--- config.mk ---
export PLATFORM = sky130hd
export DESIGN_NAME = varint_length_message_deframer_unit
export DESIGN_NICKNAME = d
export VERILOG_FILES = /design/src/rtl/vlmd_pkg.sv /design/src/rtl/vlmd_front.sv /design/src/rtl/vlmd_queue.sv /design/src/rtl/varint_length_message_deframer_unit.sv
export SDC_FILE = /design/constraint.sdc
export NUM_CORES = 1
export LEC_CHECK = 0
export BUFFER_PORTS_ARGS = -buffer_cell sky130_fd_sc_hd__buf_2
export CORE_MARGIN = 4
export CORE_UTILIZATION = 55
export DETAILED_ROUTE_END_ITERATION = 6
export PLACE_DENSITY = 0.74
export SLEW_MARGIN = 30
export SYNTH_ARGS = -nofsm -noshare
export SYNTH_HDL_FRONTEND = slang
export SYNTH_HIERARCHICAL = 1
export SYNTH_SLANG_ARGS = --single-unit
--- constraint.sdc ---
create_clock -name clock -period 3.35 [get_ports clock]
set_clock_uncertainty 0.1 [all_clocks]
set_input_delay 0.5025 -clock clock [delete_from_list [all_inputs] [get_ports clock]]
set_output_delay 0.5025 -clock clock [all_outputs]
set_load 0.05 [all_outputs]
--- src/rtl/vlmd_pkg.sv ---
// ----------------------------------------------------------------------------
// vlmd_pkg
// Shared types and constants for the varint length message deframer.
// ----------------------------------------------------------------------------
package vlmd_pkg;

   localparam int BYTE_W     = 8;
   localparam int LEN_W      = 32;
   localparam int KIND_W     = 2;
   localparam int LEN_CNT_W  = 3;
   localparam int QUEUE_DEPTH = 4;

   localparam logic [BYTE_W-1:0] DATA_MASK = 8'd127;
   localparam logic [BYTE_W-1:0] MORE_MASK = 8'd128;

   typedef enum logic [KIND_W-1:0] {
      KIND_HDR = 2'd0,
      KIND_PAY = 2'd1,
      KIND_ERR = 2'd2
   } kind_type;

   typedef enum logic [2:0] {
      PH_TYPE = 3'b001,
      PH_LEN  = 3'b010,
      PH_PAY  = 3'b100
   } phase_type;

   typedef struct packed {
      kind_type              kind;
      logic [BYTE_W-1:0]     msg_class;
      logic [LEN_W-1:0]      payload_len;
      logic [BYTE_W-1:0]     payload_byte;
      logic                  last;
   } result_type;

endpackage

--- src/rtl/vlmd_front.sv ---
// ----------------------------------------------------------------------------
// vlmd_front
// Byte parser: tracks message phase, decodes the base-128 length and
// produces at most one result record per transferred byte.
// ----------------------------------------------------------------------------
module vlmd_front #(
   parameter int MAX_LEN_BYTES = 5
) (
   input  logic                        clock,
   input  logic                        reset,
   input  logic                        accept,
   input  logic [vlmd_pkg::BYTE_W-1:0] in_byte,
   output logic                        res_valid,
   output vlmd_pkg::result_type        res
);

   vlmd_pkg::phase_type                phase_ff, phase_in;
   logic [vlmd_pkg::BYTE_W-1:0]        type_hold_ff, type_hold_in;
   logic [vlmd_pkg::LEN_W-1:0]         length_accum_ff, length_accum_in;
   logic [vlmd_pkg::LEN_CNT_W-1:0]     len_count_ff, len_count_in;
   logic [vlmd_pkg::LEN_W-1:0]         remaining_ff, remaining_in;

   logic [5:0]                         shift;
   logic [vlmd_pkg::LEN_W+6:0]         part;
   logic [vlmd_pkg::LEN_W-1:0]         len_new;

   always_comb begin
      shift   = 6'(len_count_ff) * 6'd7;
      part    = (vlmd_pkg::LEN_W+7)'(in_byte & vlmd_pkg::DATA_MASK) << shift;
      len_new = length_accum_ff;
      if (shift < 6'd32) begin
         len_new = length_accum_ff | part[vlmd_pkg::LEN_W-1:0];
      end
   end

   always_comb begin
      phase_in        = phase_ff;
      type_hold_in    = type_hold_ff;
      length_accum_in = length_accum_ff;
      len_count_in    = len_count_ff;
      remaining_in    = remaining_ff;
      res_valid       = 1'b0;
      res             = '0;
      res.msg_class   = type_hold_ff;
      if (accept) begin
         unique case (phase_ff)
            vlmd_pkg::PH_LEN: begin
               length_accum_in = len_new;
               len_count_in    = len_count_ff + 1'b1;
               if ((in_byte & vlmd_pkg::MORE_MASK) == '0) begin
                  res_valid       = 1'b1;
                  res.kind        = vlmd_pkg::KIND_HDR;
                  res.payload_len = len_new;
                  res.last        = (len_new == '0);
                  remaining_in    = len_new;
                  phase_in        = (len_new == '0) ? vlmd_pkg::PH_TYPE : vlmd_pkg::PH_PAY;
               end else if (len_count_in >= vlmd_pkg::LEN_CNT_W'(MAX_LEN_BYTES)) begin
                  res_valid = 1'b1;
                  res.kind  = vlmd_pkg::KIND_ERR;
                  phase_in  = vlmd_pkg::PH_TYPE;
               end
            end
            vlmd_pkg::PH_PAY: begin
               res_valid        = 1'b1;
               res.kind         = vlmd_pkg::KIND_PAY;
               res.payload_byte = in_byte;
               res.last         = (remaining_ff <= vlmd_pkg::LEN_W'(1));
               if (res.last) begin
                  remaining_in = '0;
                  phase_in     = vlmd_pkg::PH_TYPE;
               end else begin
                  remaining_in = remaining_ff - 1'b1;
               end
            end
            default: begin
               type_hold_in    = in_byte;
               length_accum_in = '0;
               len_count_in    = '0;
               remaining_in    = '0;
               phase_in        = vlmd_pkg::PH_LEN;
            end
         endcase
      end
   end

   always_ff @(posedge clock) begin
      if (reset) begin
         phase_ff        <= vlmd_pkg::PH_TYPE;
         type_hold_ff    <= '0;
         length_accum_ff <= '0;
         len_count_ff    <= '0;
         remaining_ff    <= '0;
      end else begin
         phase_ff        <= phase_in;
         type_hold_ff    <= type_hold_in;
         length_accum_ff <= length_accum_in;
         len_count_ff    <= len_count_in;
         remaining_ff    <= remaining_in;
      end
   end

endmodule

--- src/rtl/vlmd_queue.sv ---
// ----------------------------------------------------------------------------
// vlmd_queue
// Short result queue between the parser and the result port.
// ----------------------------------------------------------------------------
module vlmd_queue (
   input  logic                 clock,
   input  logic                 reset,
   input  logic                 wr_en,
   input  vlmd_pkg::result_type wr_data,
   output logic                 full,
   input  logic                 pop,
   output logic                 empty,
   output vlmd_pkg::result_type rd_data
);

   localparam int PTR_W = $clog2(vlmd_pkg::QUEUE_DEPTH);
   localparam int CNT_W = $clog2(vlmd_pkg::QUEUE_DEPTH + 1);

   vlmd_pkg::result_type mem [vlmd_pkg::QUEUE_DEPTH];

   logic [PTR_W-1:0] wr_ptr_ff, wr_ptr_in;
   logic [PTR_W-1:0] rd_ptr_ff, rd_ptr_in;
   logic [CNT_W-1:0] count_ff, count_in;
   logic             do_wr, do_rd;

   assign full    = (count_ff == CNT_W'(vlmd_pkg::QUEUE_DEPTH));
   assign empty   = (count_ff == '0);
   assign do_wr   = wr_en & ~full;
   assign do_rd   = pop & ~empty;
   assign rd_data = mem[rd_ptr_ff];

   always_comb begin
      wr_ptr_in = do_wr ? wr_ptr_ff + 1'b1 : wr_ptr_ff;
      rd_ptr_in = do_rd ? rd_ptr_ff + 1'b1 : rd_ptr_ff;
      count_in  = count_ff;
      if (do_wr && !do_rd) begin
         count_in = count_ff + 1'b1;
      end else if (do_rd && !do_wr) begin
         count_in = count_ff - 1'b1;
      end
   end

   always_ff @(posedge clock) begin
      if (do_wr) begin
         mem[wr_ptr_ff] <= wr_data;
      end
   end

   always_ff @(posedge clock) begin
      if (reset) begin
         wr_ptr_ff <= '0;
         rd_ptr_ff <= '0;
         count_ff  <= '0;
      end else begin
         wr_ptr_ff <= wr_ptr_in;
         rd_ptr_ff <= rd_ptr_in;
         count_ff  <= count_in;
      end
   end

endmodule

--- src/rtl/varint_length_message_deframer_unit.sv ---
// ----------------------------------------------------------------------------
// varint_length_message_deframer_unit
// Splits a byte stream of type / LEB128 length / payload messages into
// header, payload-byte and error results.
// ----------------------------------------------------------------------------
//  channel   handshake          payload
//  input     push / full        req_in_byte
//  result    pop / empty        rsp_out_kind, rsp_msg_class, rsp_payload_len_out,
//                               rsp_payload_byte, rsp_last_of_message
//
//  One byte per clock; a byte's result is written to a four-entry queue in the
//  cycle of its transfer; into an empty queue it is on the result ports from the next cycle.
//  full rises only when four results wait untaken; the parser stalls then.
//  Synchronous active-high reset returns to waiting for a type byte and
//  empties the queue.
// ----------------------------------------------------------------------------
module varint_length_message_deframer_unit #(
   parameter int MAX_LEN_BYTES = 5
) (
   input  logic                          clock,
   input  logic                          reset,
   input  logic                          push,
   output logic                          full,
   input  logic [vlmd_pkg::BYTE_W-1:0]   req_in_byte,
   output logic                          empty,
   input  logic                          pop,
   output logic [vlmd_pkg::KIND_W-1:0]   rsp_out_kind,
   output logic [vlmd_pkg::BYTE_W-1:0]   rsp_msg_class,
   output logic [vlmd_pkg::LEN_W-1:0]    rsp_payload_len_out,
   output logic [vlmd_pkg::BYTE_W-1:0]   rsp_payload_byte,
   output logic                          rsp_last_of_message
);

   logic                 accept;
   logic                 res_valid;
   vlmd_pkg::result_type res;
   vlmd_pkg::result_type head;

   assign accept = push & ~full;

   vlmd_front #(
      .MAX_LEN_BYTES (MAX_LEN_BYTES)
   ) u_front (
      .clock     (clock),
      .reset     (reset),
      .accept    (accept),
      .in_byte   (req_in_byte),
      .res_valid (res_valid),
      .res       (res)
   );

   vlmd_queue u_queue (
      .clock   (clock),
      .reset   (reset),
      .wr_en   (res_valid),
      .wr_data (res),
      .full    (full),
      .pop     (pop),
      .empty   (empty),
      .rd_data (head)
   );

   assign rsp_out_kind        = head.kind;
   assign rsp_msg_class       = head.msg_class;
   assign rsp_payload_len_out = head.payload_len;
   assign rsp_payload_byte    = head.payload_byte;
   assign rsp_last_of_message = head.last;

endmodule

After elaboration in Yosys (flattened, before gate mapping)
Memories as Yosys holds them, arrays and structs flattened. A register that Yosys moved wholly into a read port is not among the register bits.
Cells that the tools add are included.
Widths: inputs -> output; s select.
{"block": "totals", "register_bits": 85, "ramBits": 204, "elab_cells": 78, "memories": 1}
{"name": "u_queue.mem", "words": 4, "word_bits": 51, "read_ports": 1, "rd_ports_with_merged_regs": 1, "wr": 1, "line": "vlmd_queue.sv:19", "source": "vlmd_pkg::result_type mem [vlmd_pkg::QUEUE_DEPTH];"}
{"block": "classes", "addsub": 6, "mul": 1, "order_cmp": 3, "n_eq_ne": 6, "shift": 1, "mux": 31, "n_bitwise": 8, "n_reduce_logical": 13}
{"operator": "$mux 32", "count": 5}
{"operator": "$pmux 32 s2", "count": 2}
{"operator": "$mux 41", "count": 1}
{"operator": "$le 32x1->1 const B", "count": 1}
{"operator": "$logic_not 32->1", "count": 1}
{"operator": "$or 32x32->32", "count": 1}
{"operator": "$shl 7x6->32", "count": 1}
{"operator": "$sub 32x1->32 const B", "count": 1}
{"operator": "$mux 3", "count": 6}
{"operator": "$pmux 3 s2", "count": 2}
{"operator": "$mux 2", "count": 5}
{"operator": "$logic_not 8->1", "count": 1}
{"operator": "$mux 8", "count": 1}
{"operator": "$add 3x1->3 const B", "count": 2}
{"operator": "$eq 3x3->1 const B", "count": 2}
{"operator": "$lt 6x6->1 const B", "count": 1}
{"operator": "$mul 3x3->6 const B", "count": 1}
{"operator": "$mux 1", "count": 6}
{"operator": "$reduce_and 2->1", "count": 3}
{"operator": "$add 2x1->2 const B", "count": 2}
{"operator": "$ne 2x1->1 const B", "count": 2}
{"operator": "$not 1->1", "count": 4}
{"operator": "$pmux 1 s2", "count": 2}
{"operator": "$pmux 2 s2", "count": 1}
{"operator": "11 further kinds", "count": 15}

Longest topological paths before layout
{"block": "depth", "depth_word": 11, "mapped_depth": 15, "ltp_nobuf": 14}

Cells and area by module
Netlist, hierarchy kept.
{"mod": "vlmd_queue", "n_inst": 1, "cells_per_inst": 315, "area_per_inst_um2": 7885.1, "seq_area_each_um2": 6306.0}
{"mod": "vlmd_front", "n_inst": 1, "cells_per_inst": 588, "area_per_inst_um2": 4428.0, "seq_area_each_um2": 1561.5}
{"mod": "varint_length_message_deframer_unit", "n_inst": 1, "cells_per_inst": 1, "area_per_inst_um2": 13.8, "seq_area_each_um2": 0.0}

Worst setup path after synthesis
No wires, ideal clock.
{"block": "synth_path", "path_kind": "reg-to-reg", "startpoint": "register u_front/len_count_ff[1] (netlist name)", "endpoint": "memory u_queue/mem[0][0] (netlist name) (enable)", "setup_ps": 414, "arrival_time_ps": 3191, "required_time_ps": 2836, "setup_slack_ps": -355, "path_stages_with_launch": 11, "n_path_buf": 1, "period_less_slack_ps": 3705, "cell_sequence": "dfxtp_1 -> clkbuf_1 -> inv_1 -> ha_1 -> nor2_1 -> a21oi_1 -> o21ai_0 -> a21oi_1 -> inv_1 -> nor2_2 -> and2_1"}
{"block": "synth_via", "elab_chain_cells": 9}
{"item": "from (decl)", "line": "vlmd_front.sv:20", "source": "logic [vlmd_pkg::LEN_CNT_W-1:0] len_count_ff, len_count_in;"}
{"item": "from (signal assigned)", "line": "vlmd_front.sv:97", "source": "len_count_ff <= len_count_in;"}
{"item": "$add 3x1->3", "line": "vlmd_front.sv:49", "source": "len_count_in = len_count_ff + 1'b1;"}
{"item": "$ge 3x3->1", "line": "vlmd_front.sv:57", "source": "end else if (len_count_in >= vlmd_pkg::LEN_CNT_W'(MAX_LEN_BYTES)) begin"}
{"item": "$mux 1", "line": "vlmd_front.sv:57"}
{"item": "$mux 1", "line": "vlmd_front.sv:50", "source": "if ((in_byte & vlmd_pkg::MORE_MASK) == '0) begin"}
{"item": "$pmux 1 s2", "line": "vlmd_front.sv:46", "source": "unique case (phase_ff)"}
{"item": "$mux 1", "line": "vlmd_front.sv:45", "source": "if (accept) begin"}
{"item": "named net res_valid", "line": "varint_length_message_deframer_unit.sv:35", "source": "logic res_valid;"}
{"item": "$and 1x1->1", "line": "vlmd_queue.sv:28", "source": "assign do_wr = wr_en & ~full;"}
{"item": "named net u_queue.do_wr", "line": "vlmd_queue.sv:24", "source": "logic do_wr, do_rd;"}
{"item": "$mux 1", "line": "vlmd_queue.sv:44", "source": "if (do_wr) begin"}
{"item": "$mux 1 (implied by the code)", "line": "vlmd_queue.sv:45", "source": "mem[wr_ptr_ff] <= wr_data;"}
{"item": "to (decl)", "line": "vlmd_queue.sv:19"}
The timed path passes the listed nets, and every way through them passes these cells.

==> results.cfg <==
[cts]
cts_resized = 0
cts_setup_buffers = 0
htree_levels = 1
cts-buffers-inserted = 29
cts.clk_slew.worst_paths_ns = 0.06
clockBufferDepth = 3
clk_latency_ns = 0.54
postCtsHoldBufs = 0
clock_sinks = 291
cts-root-buf = clkbuf_16
cts_tree = done

[drt]
first_pass_iters = 5
ant_nets = 0
vias = 7872
first_iter_violations = 984
wl_per_cell_um = 21.0
viasPerCell = 6.10
drc = 0
routed_wl_um = 27100

[synth]
syn_area_mm2 = 0.0123
ys_types = 72
ys.flop_type = edfxtp_1
syn_nets = 931
netlist_instances = 904
synth_edf_count = 204
yosysTopAreaCell = edfxtp_1
synth_top_area_frac = 0.497
yosys-top-cells-count = edfxtp_1, nor2_1, dfxtp_1, a21oi_1, mux4_2
synth-async-reset-ratio = 0
avgSynthCellArea_um2 = 13.6
ys_ff_latch = 291
yosysMostFrequentCell = edfxtp_1
synthTopCellsByArea = edfxtp_1, dfxtp_1, mux4_2, nor2_1, a21oi_1
synth.yosys.warnings = 6
synth_seq_area_share = 0.638

[sta]
finalSetupViolCount = 0
fin_crit_ns = 3.16
min_period_over_period = 0.944
max_slew_margin = 0.475
max_freq_ghz = 0.316
finalHoldViolCount = 0
slew_violations = 0
tightestPinTransition_ns = 0.781
rsz0062_at_grt = no
tns_ns = 0
holdWs_ns = 0.166

[critical_path]
criticalPathCategory = reg -> reg
slowest_stage = fa_1
start_kind = flip-flop
worstPathRequired_ns = 3.56
worstPathCellList = buf_4 -> fa_1 -> nand4_1 -> and4b_1 -> a21oi_1 -> nand4_1 -> or3_1 -> o21ai_0
slowest_delay_ns = 0.53
arrival_ns = 3.37
cp_max_fo = 8
path_common_cell = nand4_1
end_kind = flip-flop

[global_routing]
antenna_found_initial = 0
grt_pass1_wl_um = 43200
grt_use_met1 = 0.318
grtUsageMet2 = 0.351
met3_usage = 0.0364
grt_pass1_vias = 7779
busiest_layer = met2
grt_max_degree = 52
grt_use_total = 0.222
grt.overflow.total = 0

[floorplanning]
die_x_um = 158
initial_core_util = 0.561
die_h_um = 158
core.rowCount = 54
io_pins = 65
core-area_mm2 = 0.0220
die-area_mm2 = 0.0249

[pwr]
powerDensity_mw_per_mm2 = 663
power_w = 0.00926
ir_drop_mv = 0.312
leakagePower_nw = 4.94

[layout]
regArea_mm2 = 0.00787
n_fill_cell = 1646
syn2layout_area_growth_pct = 13.4
drive_above_1_share = 0.213
fin_area_mm2 = 0.0140
multiInputGateArea_mm2 = 0.00414
antenna_cells = 0
nNetsFinal = 1014
finalNonFillerCells = 1290

[placement]
place.gp.congestion = 0.918
io_buffers = 64
dp_hpwl_um = 17500
placed_area_mm2 = 0.0130
place_inst = 1236

[job]
cap_viol_max_count = 0

[hold_path]
worstHoldPathType = in -> reg

[outcome]
status = finished, final reports clean
## path summary, 6_finish.rpt
check                                                              start                                       end  slack (ns)  cells after the start
worst max register to register      u_front/len_count_ff[0]$_SDFFE_PP0P_               u_queue/mem[3][0]$_DFFE_PP_        0.19                      8
worst max-delay path                u_front/len_count_ff[0]$_SDFFE_PP0P_               u_queue/mem[3][0]$_DFFE_PP_        0.19                      8
worst min register to register  u_front/length_accum_ff[15]$_SDFFE_PP0P_  u_front/length_accum_ff[15]$_SDFFE_PP0P_        0.38                      2
worst min-delay path                                      req_in_byte[4]      u_front/type_hold_ff[4]$_SDFFE_PP0P_        0.17                      3
## routing by layer
| metal | vias up | wire, um |
|---|---|---|
| met3 | 54 | 2120 |
| li1 | 3633 | - |
| met2 | 356 | 13000 |
| met1 | 3829 | 11300 |
| met5 | - | 0 |
| met4 | 0 | 689 |
## through the flow
step	util	worst slack, ns
after floorplan	-	0.0609
after global routing	0.636	0.0278
after detailed placement	0.594	0.258
final	0.636	0.189
after CTS	0.636	0.230
after global placement	0.594	0.350
## cells by family (layout without fill, tap and decap cells)
group / after synthesis / after routing / share of synthesized area
DFF: 291 / 291 / 0.638
AOI/OAI and AO/OA: 176 / 176 / 0.0922
xor gates and xnor gates: 14 / 14 / 0.00995
and+or+nand+nor: 295 / 295 / 0.120
buffers and inverters: 59 / 165 / 0.0267
muxes: 54 / 54 / 0.0956
adders and majority gates: 15 / 15 / 0.0171
## cell type report
| class | instances | share of cell area |
|---|---|---|
| clock buffer | 40 | 0.0570 |
| clock inverter | 14 | 0.00931 |
| inverter | 12 | 0.00322 |
| multi-input combinational | 554 | 0.296 |
| sequential | 291 | 0.563 |
| tap | 280 | 0.0251 |
| timing repair buffer | 99 | 0.0462 |
## worst max-delay path, delay by kind of cell (launching register included)
family	cells	cell delay [ns]
AND/OR/NAND/NOR	4	1.08
flip-flops	1	0.35
AO/OA/AOI/OAI	2	0.70
buffers and inverters	1	0.17
adder cells (fa/ha/maj)	1	0.53
## power breakdown
group / switching (W) / internal, W / total, W
registers: 0.0000893 / 0.00393 / 0.00402
clock network: 0.00131 / 0.00182 / 0.00313
logic: 0.00142 / 0.000698 / 0.00212
## flip-flops by register name, summed over array words and instances, names as in the netlist, named ones only
name                     cells
u_front/phase_ff             3
u_queue/count_ff             3
u_front/len_count_ff         3
u_queue/wr_ptr_ff            2
u_queue/rd_ptr_ff            2
u_front/length_accum_ff     32
u_front/remaining_ff        32
u_front/type_hold_ff         8
u_queue/mem                204
## cells in the final DEF, fill, tap and decap left out, drive strengths merged, types with 11 or more instances in the layout
cell type / instances
inv: 14
buf: 99
dfxtp: 87
nor3: 22
a21oi: 80
o21ai: 28
and3: 11
nand3: 16
nor2b: 13
clkbuf: 40
nor2: 117
ha: 12
nand2: 50
mux4: 51
edfxtp: 204
a31oi: 12
nor4: 19
nand2b: 13
(Power assumes the default switching activity.)
